`config.mk`:
```
export PLATFORM = sky130hd
export DESIGN_NAME = priority_ready_queue_unit_flat
export DESIGN_NICKNAME = d
export VERILOG_FILES = /design/src/hw/rtl/prq_pkg.sv /design/src/hw/rtl/prq_req_if.sv /design/src/hw/rtl/prq_ctrl.sv /design/src/hw/rtl/prq_datapath.sv /design/src/hw/rtl/priority_ready_queue_unit.sv /design/src/flat_wrapper.sv
export SDC_FILE = /design/constraint.sdc
export NUM_CORES = 1
export LEC_CHECK = 0
export CAP_MARGIN = 15
export CORE_ASPECT_RATIO = 1.75
export CORE_MARGIN = 5
export CORE_UTILIZATION = 25
export CTS_BUF_LIST = sky130_fd_sc_hd__clkbuf_16
export CTS_CLUSTER_SIZE = 8
export DETAILED_ROUTE_END_ITERATION = 12
export DONT_BUFFER_PORTS = 1
export PLACE_DENSITY_LB_ADDON = 0.1
export SLEW_MARGIN = 15
export SYNTH_ARGS = -nofsm -noshare
export SYNTH_HDL_FRONTEND = slang
export SYNTH_SLANG_ARGS = --single-unit
```
`constraint.sdc`:
```
create_clock -name i_clk -period 7.4 [get_ports i_clk]
set_input_delay 0.37 -clock i_clk [delete_from_list [all_inputs] [get_ports i_clk]]
set_output_delay 0.37 -clock i_clk [all_outputs]
set_load 0.02 [all_outputs]
```
`src/hw/rtl/prq_pkg.sv`:
```
// shared constants, codes and types of the priority ready queue
package prq_pkg;

    localparam int DEPTH  = 8;
    localparam int CNT_W  = $clog2(DEPTH + 1);
    localparam int ID_W   = 8;
    localparam int PRIO_W = 8;
    localparam int STAT_W = 2;
    localparam int OCC_W  = 4;

    localparam logic OP_INSERT = 1'b0;
    localparam logic OP_REMOVE = 1'b1;

    localparam logic [STAT_W-1:0] ST_OK    = 2'd0;
    localparam logic [STAT_W-1:0] ST_EMPTY = 2'd1;
    localparam logic [STAT_W-1:0] ST_FULL  = 2'd2;

    // occupancy field value for a full queue, masked to the field width
    localparam logic [CNT_W+OCC_W-1:0] DEPTH_EXT = (CNT_W + OCC_W)'(DEPTH);
    localparam logic [OCC_W-1:0] OCC_FULL = DEPTH_EXT[OCC_W-1:0];

    typedef struct packed {
        logic load;
        logic op;
    } t_cmd;

endpackage

```
`src/hw/rtl/prq_req_if.sv`:
```
// request channel: opcode and task entry with valid/ready handshake
interface prq_req_if;
    logic                        valid;
    logic                        ready;
    logic                        opcode;
    logic [prq_pkg::ID_W-1:0]    task_id;
    logic [prq_pkg::PRIO_W-1:0]  task_priority;

    modport source (output valid, output opcode, output task_id, output task_priority,
                    input ready);
    modport sink   (input valid, input opcode, input task_id, input task_priority,
                    output ready);
endinterface

// result channel: status, removed entry and occupancy with valid/ready handshake
interface prq_rsp_if;
    logic                        valid;
    logic                        ready;
    logic [prq_pkg::STAT_W-1:0]  status;
    logic [prq_pkg::ID_W-1:0]    out_id;
    logic [prq_pkg::PRIO_W-1:0]  out_priority;
    logic [prq_pkg::OCC_W-1:0]   occupancy;

    modport source (output valid, output status, output out_id, output out_priority,
                    output occupancy, input ready);
    modport sink   (input valid, input status, input out_id, input out_priority,
                    input occupancy, output ready);
endinterface

```
`src/hw/rtl/prq_ctrl.sv`:
```
// controller: request acceptance and result hold state machine
module prq_ctrl (
    input  logic          i_clk,
    input  logic          i_rst_n,
    input  logic          i_in_valid,
    input  logic          i_in_op,
    output logic          o_in_ready,
    output logic          o_out_valid,
    input  logic          i_out_ready,
    output prq_pkg::t_cmd o_cmd
);

    localparam logic S_IDLE = 1'b0;
    localparam logic S_HOLD = 1'b1;

    logic r_state;
    logic n_state;
    logic accept;

    // a held result that is taken this cycle frees the output register
    assign o_in_ready  = (r_state == S_IDLE) || i_out_ready;
    assign accept      = i_in_valid && o_in_ready;
    assign o_out_valid = (r_state == S_HOLD);

    assign o_cmd.load = accept;
    assign o_cmd.op   = i_in_op;

    always_comb begin
        n_state = r_state;
        case (r_state)
            S_IDLE: begin
                if (accept) n_state = S_HOLD;
            end
            S_HOLD: begin
                if (accept)           n_state = S_HOLD;
                else if (i_out_ready) n_state = S_IDLE;
            end
            default: n_state = S_IDLE;
        endcase
    end

    always_ff @(posedge i_clk) begin
        if (!i_rst_n) begin
            r_state <= S_IDLE;
        end else begin
            r_state <= n_state;
        end
    end

endmodule

```
`src/hw/rtl/prq_datapath.sv`:
```
// datapath: sorted shift-register slots, entry count and result register
module prq_datapath (
    input  logic                        i_clk,
    input  logic                        i_rst_n,
    input  prq_pkg::t_cmd               i_cmd,
    input  logic [prq_pkg::ID_W-1:0]    i_task_id,
    input  logic [prq_pkg::PRIO_W-1:0]  i_task_priority,
    output logic [prq_pkg::STAT_W-1:0]  o_status,
    output logic [prq_pkg::ID_W-1:0]    o_out_id,
    output logic [prq_pkg::PRIO_W-1:0]  o_out_priority,
    output logic [prq_pkg::OCC_W-1:0]   o_occupancy
);

    localparam int D = prq_pkg::DEPTH;

    logic [prq_pkg::ID_W-1:0]   r_ids   [D];
    logic [prq_pkg::PRIO_W-1:0] r_prios [D];
    logic [prq_pkg::ID_W-1:0]   n_ids   [D];
    logic [prq_pkg::PRIO_W-1:0] n_prios [D];
    logic [prq_pkg::CNT_W-1:0]  r_count;
    logic [prq_pkg::CNT_W-1:0]  n_count;

    logic [prq_pkg::STAT_W-1:0] r_status, n_status;
    logic [prq_pkg::ID_W-1:0]   r_out_id, n_out_id;
    logic [prq_pkg::PRIO_W-1:0] r_out_prio, n_out_prio;
    logic [prq_pkg::OCC_W-1:0]  r_occ, n_occ;

    logic [D-1:0] ge;
    logic         full;
    logic         empty;
    logic         do_ins;
    logic         do_rem;
    logic [prq_pkg::CNT_W+prq_pkg::OCC_W-1:0] cnt_ext;

    assign full   = (r_count == prq_pkg::CNT_W'(D));
    assign empty  = (r_count == '0);
    assign do_ins = i_cmd.load && (i_cmd.op == prq_pkg::OP_INSERT) && !full;
    assign do_rem = i_cmd.load && (i_cmd.op == prq_pkg::OP_REMOVE) && !empty;

    // slots that stay ahead of the new entry: a prefix of the held entries
    always_comb begin
        for (int i = 0; i < D; i++) begin
            ge[i] = (prq_pkg::CNT_W'(i) < r_count) && (r_prios[i] >= i_task_priority);
        end
    end

    always_comb begin
        for (int i = 0; i < D; i++) begin
            n_ids[i]   = r_ids[i];
            n_prios[i] = r_prios[i];
        end
        if (do_ins) begin
            if (!ge[0]) begin
                n_ids[0]   = i_task_id;
                n_prios[0] = i_task_priority;
            end
            for (int i = 1; i < D; i++) begin
                if (!ge[i]) begin
                    if (ge[i-1]) begin
                        n_ids[i]   = i_task_id;
                        n_prios[i] = i_task_priority;
                    end else begin
                        n_ids[i]   = r_ids[i-1];
                        n_prios[i] = r_prios[i-1];
                    end
                end
            end
        end else if (do_rem) begin
            for (int i = 0; i < D - 1; i++) begin
                n_ids[i]   = r_ids[i+1];
                n_prios[i] = r_prios[i+1];
            end
        end
    end

    always_comb begin
        n_count = r_count;
        if (do_ins)      n_count = r_count + prq_pkg::CNT_W'(1);
        else if (do_rem) n_count = r_count - prq_pkg::CNT_W'(1);
    end

    assign cnt_ext = {{prq_pkg::OCC_W{1'b0}}, n_count};

    always_comb begin
        n_status   = prq_pkg::ST_OK;
        n_out_id   = '0;
        n_out_prio = '0;
        n_occ      = cnt_ext[prq_pkg::OCC_W-1:0];
        if (i_cmd.op == prq_pkg::OP_INSERT) begin
            if (full) n_status = prq_pkg::ST_FULL;
        end else if (empty) begin
            n_status = prq_pkg::ST_EMPTY;
        end else begin
            n_out_id   = r_ids[0];
            n_out_prio = r_prios[0];
        end
    end

    always_ff @(posedge i_clk) begin
        if (!i_rst_n) begin
            r_count <= '0;
        end else begin
            r_count <= n_count;
        end
    end

    always_ff @(posedge i_clk) begin
        for (int i = 0; i < D; i++) begin
            r_ids[i]   <= n_ids[i];
            r_prios[i] <= n_prios[i];
        end
        if (i_cmd.load) begin
            r_status   <= n_status;
            r_out_id   <= n_out_id;
            r_out_prio <= n_out_prio;
            r_occ      <= n_occ;
        end
    end

    assign o_status       = r_status;
    assign o_out_id       = r_out_id;
    assign o_out_priority = r_out_prio;
    assign o_occupancy    = r_occ;

endmodule

```
`src/hw/rtl/priority_ready_queue_unit.sv`:
```
// Priority ready queue: up to prq_pkg::DEPTH task entries held in descending priority order,
// equal priorities in arrival order. Each request (insert or remove) yields one result with a
// status, the removed entry and the occupancy after the request. A request is executed in the
// cycle it is accepted and its result is presented from the next cycle, so the block takes one
// request per cycle while results are taken as fast; a held result that is not taken stalls
// further requests, set by the single result register. All slots compare against the new
// priority in parallel, so the cycle count does not depend on occupancy.
module priority_ready_queue_unit (
    input  logic              i_clk,
    input  logic              i_rst_n,
    prq_req_if.sink           i_req,
    prq_rsp_if.source         o_rsp
);

    prq_pkg::t_cmd cmd;

    prq_ctrl u_ctrl (
        .i_clk       (i_clk),
        .i_rst_n     (i_rst_n),
        .i_in_valid  (i_req.valid),
        .i_in_op     (i_req.opcode),
        .o_in_ready  (i_req.ready),
        .o_out_valid (o_rsp.valid),
        .i_out_ready (o_rsp.ready),
        .o_cmd       (cmd)
    );

    prq_datapath u_dp (
        .i_clk           (i_clk),
        .i_rst_n         (i_rst_n),
        .i_cmd           (cmd),
        .i_task_id       (i_req.task_id),
        .i_task_priority (i_req.task_priority),
        .o_status        (o_rsp.status),
        .o_out_id        (o_rsp.out_id),
        .o_out_priority  (o_rsp.out_priority),
        .o_occupancy     (o_rsp.occupancy)
    );

endmodule

```
`src/flat_wrapper.sv`:
```
// flat-port wrapper written by rule: the top's interface ports become plain ports
module priority_ready_queue_unit_flat 
  (i_clk, i_rst_n, i_req_valid, i_req_opcode, i_req_task_id, i_req_task_priority, i_req_ready, o_rsp_valid, o_rsp_status, o_rsp_out_id, o_rsp_out_priority, o_rsp_occupancy, o_rsp_ready);
  prq_req_if i_req_i ();
  prq_rsp_if o_rsp_i ();
  input  logic i_clk;
  input  logic i_rst_n;
  input wire logic [$bits(i_req_i.valid)-1:0] i_req_valid;
  input wire logic [$bits(i_req_i.opcode)-1:0] i_req_opcode;
  input wire logic [$bits(i_req_i.task_id)-1:0] i_req_task_id;
  input wire logic [$bits(i_req_i.task_priority)-1:0] i_req_task_priority;
  output wire logic [$bits(i_req_i.ready)-1:0] i_req_ready;
  output wire logic [$bits(o_rsp_i.valid)-1:0] o_rsp_valid;
  output wire logic [$bits(o_rsp_i.status)-1:0] o_rsp_status;
  output wire logic [$bits(o_rsp_i.out_id)-1:0] o_rsp_out_id;
  output wire logic [$bits(o_rsp_i.out_priority)-1:0] o_rsp_out_priority;
  output wire logic [$bits(o_rsp_i.occupancy)-1:0] o_rsp_occupancy;
  input wire logic [$bits(o_rsp_i.ready)-1:0] o_rsp_ready;
  assign i_req_i.valid = i_req_valid;
  assign i_req_i.opcode = i_req_opcode;
  assign i_req_i.task_id = i_req_task_id;
  assign i_req_i.task_priority = i_req_task_priority;
  assign i_req_ready = i_req_i.ready;
  assign o_rsp_valid = o_rsp_i.valid;
  assign o_rsp_status = o_rsp_i.status;
  assign o_rsp_out_id = o_rsp_i.out_id;
  assign o_rsp_out_priority = o_rsp_i.out_priority;
  assign o_rsp_occupancy = o_rsp_i.occupancy;
  assign o_rsp_i.ready = o_rsp_ready;
  priority_ready_queue_unit u_core (.i_clk(i_clk), .i_rst_n(i_rst_n), .i_req(i_req_i), .o_rsp(o_rsp_i));
endmodule
```
# After elaboration in Yosys (flattened, before gate mapping)
# Memory sizes are Yosys's and may differ from the RTL's.
# Cells that the tools add are included.
[totals]
mem_count = 2
ram_bits = 128
reg_bits = 27
out_inout_bits = 24
[classes]
mux = 45
eq_ne = 1
addsub = 2
n_lt_le_gt_ge = 16
bitwise_logic = 2
n_reduce_logical = 18
[mem_list]
columns = ["memory", "depth", "word_bits", "read_ports", "rd_clocked_by_memory_dff", "wr", "line", "source"]
rows = [
  ["u_core.u_dp.r_ids", 8, 8, 8, 0, 8, "prq_datapath.sv:16", "logic [prq_pkg::ID_W-1:0] r_ids [D];"],
  ["u_core.u_dp.r_prios", 8, 8, 8, 0, 8, "prq_datapath.sv:17", "logic [prq_pkg::PRIO_W-1:0] r_prios [D];"],
]
[ops]
columns = ["op", "n"]
rows = [
  ["2-to-1 mux 8 bit", 32],
  ["2-to-1 mux 56 bit", 4],
  ["greater-or-equal comparator 8 bit", 8],
  ["less-than comparator 3 x 4 -> 1 bit (first input constant)", 4],
  ["logical AND 1 bit", 13],
  ["less-than comparator 1 x 4 -> 1 bit (first input constant)", 2],
  ["less-than comparator 2 x 4 -> 1 bit (first input constant)", 2],
  ["2-to-1 mux 4 bit", 2],
  ["adder 4 x 1 -> 4 bit (second input constant)", 1],
  ["equality test 4 bit (second input constant)", 1],
  ["logical NOT 4 bit", 1],
  ["2-to-1 mux 1 bit", 4],
  ["2-to-1 mux 2 bit", 2],
  ["subtractor 4 x 1 -> 4 bit (second input constant)", 1],
  ["logical NOT 1 bit", 2],
  ["NOT 1 bit", 2],
  ["one-hot mux 1 bit (2 select lines)", 1],
  ["OR reduction 2 bit", 1],
  ["logical OR 1 bit", 1],
]

# Longest topological paths before layout
[logic_depth]
word_depth = 7
depth_mapped = 10
depth_no_buf = 7

# Modules after synthesis
# A second synthesis with hierarchy kept.
[unflattened]
cells_unflattened = 883
area_unflattened_um2 = 9182.6
[modules_own_cells]
columns = ["mod", "area_each_um2", "seq_area_each_um2", "n_inst", "cells_per_inst"]
rows = [
  ["prq_datapath", 9110.0, 4584.4, 1, 876],
  ["prq_ctrl", 72.6, 20.0, 1, 7],
]

# Worst setup path after synthesis
# No wires, ideal clock.
[synth_timing]
kind = "input port to flip-flop"
from = "in i_req_task_priority[7]"
to = "mem u_core.u_dp.r_ids[0][24] (netlist name), enable pin"
stages = 9
path_slack_ns = 3.933
setup_time_ns = 0.411
arrival_ns = 3.056
n_path_buf = 3
path_cell_list = "buf_2 > inv_1 > ha_1 > and3_1 > a221oi_1 > o32ai_1 > buf_4 > buf_8 > o21ai_0"
[synth_lines]
columns = ["item", "line", "source"]
rows = [
  ["start, declared", "flat_wrapper.sv:11", "input wire logic [$bits(i_req_i.task_priority)-1:0] i_req_task_priority;"],
  ["end, declared", "prq_datapath.sv:16", ""],
]

==> results.json <==
{
  "setup-tns-final_ns": 0,
  "drv_slew": 0,
  "postCtsSetupBuffers": 0,
  "max_slew.worst_pin.slew_ns": 1.12,
  "cts_max_level": 4,
  "wirelength_um": 29300,
  "ctsRootBufferMaster": "clkbuf_16",
  "grt_util_all_layers_pct": 14.5,
  "async_flop_share_pct": 0,
  "path_class": "reg -> reg",
  "dp_hpwl_um": 21900,
  "die_width_um": 154,
  "via_per_inst": 5.03,
  "cts_tree": "done",
  "ys_ff_latch": 155,
  "antenna_cells": 0,
  "synth_area_um2": 9110,
  "grt_pass1_vias": 6847,
  "cts_hold_buf": 0,
  "dieArea_um2": 40500,
  "n_fill_cell": 3714,
  "slew_headroom_pct": 25.0,
  "ys_seq_area_share_pct": 50.6,
  "finalNetCount": 930,
  "clock-sinks": 155,
  "avgSynthCellArea_um2": 10.4,
  "clock_path_buffers": 2,
  "fin_cells": 1325,
  "grt_max_degree": 134,
  "floorplan.initialDensity_pct": 25.3,
  "yosysWarningCount": 0,
  "drt_iter0_drc": 418,
  "critPathCaptureType": "register",
  "rsz0062_at_grt": "false",
  "synthFlopType": "edfxtp_1",
  "clkTransAtPathRegs_ns": 0.07,
  "powerDensity_nw_per_um2": 271,
  "grt_pass1_wl_um": 44200,
  "placed_cells": 1292,
  "place.gp.congestion": 0.768,
  "synth_fp_nets": 966,
  "clkLatencyLatePin_ns": 0.45,
  "synth_edf_count": 150,
  "fin_skew_ns": 0.0112,
  "syn_inst": 878,
  "io_buffers": 0,
  "numCtsBuffers": 17,
  "ir_worst_vdd_mv": 0.117,
  "route.detailed.drc": 0,
  "ctsResizeCount": 0,
  "pin_count": 45,
  "status": "finished clean",
  "finalSetupViolCount": 0,
  "area_growth_pct": 10.6,
  "crit_fanout": 133,
  "maxCapViolCount": 0,
  "min_period_ns": 3.49,
  "required_ns": 7.47,
  "fin_crit_sh_pct": 47.2,
  "drive_gt1_share_pct": 8.07,
  "grt_remaining_overflow": 0,
  "hold_violations": 0,
  "core_um2": 36000,
  "antenna_left": 0,
  "start_kind": "register",
  "p_leak_nw": 3.55,
  "placementRows": 92,
  "die_h_um": 262,
  "worstPathArrival_ns": 3.56,
  "synth_cell_types": 52,
  "drtPass1Iterations": 5,
  "vias": 6661,
  "hold_path_class": "in -> reg",
  "timing.fmax_mhz": 287,
  "wire_per_inst_um": 22.2,
  "antenna_found_initial": 0
}
## cell families after synthesis
logic type,count (synthesis),share of synthesized area (%)
flip-flops,155,50.6
adder cells (fa/ha/maj),67,9.21
XOR/XNOR,3,0.371
AO/OA/AOI/OAI,257,17.3
multiplexers,32,3.75
buffers and inverters,91,4.73
AND/OR/NAND/NOR,273,14.1
## layout make-up
class / count / area, um2 / area share, %
Clock buffer: 17 / 425 / 4.22
Clock inverter: 15 / 141 / 1.40
Inverter: 19 / 71.3 / 0.708
Multi-Input combinational cell: 632 / 4100 / 40.7
Sequential cell: 155 / 4600 / 45.7
Tap cell: 470 / 588 / 5.84
Timing Repair Buffer: 17 / 148 / 1.47
## registers in the layout, indices dropped and copies added, names as in the netlist
name,count
u_core.u_ctrl.o_out_valid,1
u_core.u_dp.r_ids,64
u_core.u_dp.o_out_priority,8
u_core.u_dp.o_status,2
u_core.u_dp.o_occupancy,4
u_core.u_dp.r_prios,64
u_core.u_dp.r_count,4
u_core.u_dp.o_out_id,8
## report_power, final
| part | switching, mW | internal [mW] | leakage [nW] |
|---|---|---|---|
| Clock | 0.402 | 0.470 | 0.273 |
| Combinational | 0.425 | 0.206 | 1.82 |
| Sequential | 0.0996 | 1.12 | 1.46 |
| Total | 0.926 | 1.80 | 3.55 |
## cell usage in the layout (no fill, tap or decap), types with 6 or more instances in the layout
cell and count:
nand2_1 41, and2_1 11, o21ai_1 6, edfxtp_1 150, mux2_2 10, a21oi_1 22, o21ai_0 94, clkbuf_16 17
nand3_1 82, o2111ai_1 6, ha_1 67, buf_4 15, a31oi_1 85, nand2b_1 8, o21a_1 8, nor2_1 99
mux2i_1 15, inv_1 19, mux2_1 7, a221oi_1 6, and3_1 19, a21o_1 13
## per-stage QoR
stage	area (um2)	worst slack (ns)	hold slack (ns)	util [%]	power, mW
global placement	9490	3.64	0.498	26.4	1.88
finish	10100	3.91	0.0434	28.0	2.73
floorplan	9110	3.93	0.492	-	1.65
CTS	10100	3.56	0.0154	27.9	2.77
global route	10100	3.59	0.0208	28.0	2.90
detailed placement	9490	3.58	0.497	26.4	1.88
## metal layers
| layer | global-route usage (%) | vias up | part of all wire [%] |
|---|---|---|---|
| met5 | 0 | - | 0 |
| met4 | 5.33 | 0 | 2.6 |
| met3 | 2.88 | 34 | 3.5 |
| met2 | 27.3 | 138 | 55 |
| met1 | 15.9 | 3238 | 39 |
| li1 | - | 3251 | - |
## worst max-delay path: stages (launching register included)
cell and delay [ns]:
dfxtp_1 0.70, nand3b_2 0.26, and4b_4 0.85, buf_12 0.49
o21ai_0 0.17, nand2_1 0.58
## path summary, 6_finish.rpt
path,start,to,slack [ns],depth (start not counted)
hold reg to reg,u_core.u_dp.r_ids[0][10],u_core.u_dp.r_ids[0][2],0.55,2
hold / removal,i_rst_n,u_core.u_dp.r_count[0],0.04,1
setup / recovery,u_core.u_dp.r_count[2],u_core.u_dp.r_prios[0][3],3.91,5
setup reg to reg,u_core.u_dp.r_count[2],u_core.u_dp.r_prios[0][3],3.91,5
## synthesized netlist by cell type (2+ instances only)
cell type,count,area [um2]
nand3_1,82,410
o21a_1,8,60.1
a21o_1,13,97.6
nor2_1,99,372
a221oi_1,6,52.6
and3_1,19,119
o2111ai_1,6,52.6
edfxtp_1,150,4500
mux2_1,7,78.8
nor3_1,2,10.0
a21oi_1,22,110
nand2b_1,8,50.1
buf_4,8,60.1
clkbuf_1,35,131
nand2_1,41,154
ha_1,67,838
mux2_2,10,113
o21ai_0,95,475
dfxtp_1,5,100
mux2i_1,15,150
o21ai_1,6,30.0
buf_6,2,22.5
a21boi_0,2,15.0
a31oi_1,85,532
inv_1,18,67.6
a211o_1,5,43.8
and2_1,11,68.8
xor2_1,2,17.5
buf_2,26,130
No activity file was read; power rests on OpenSTA's default activity.
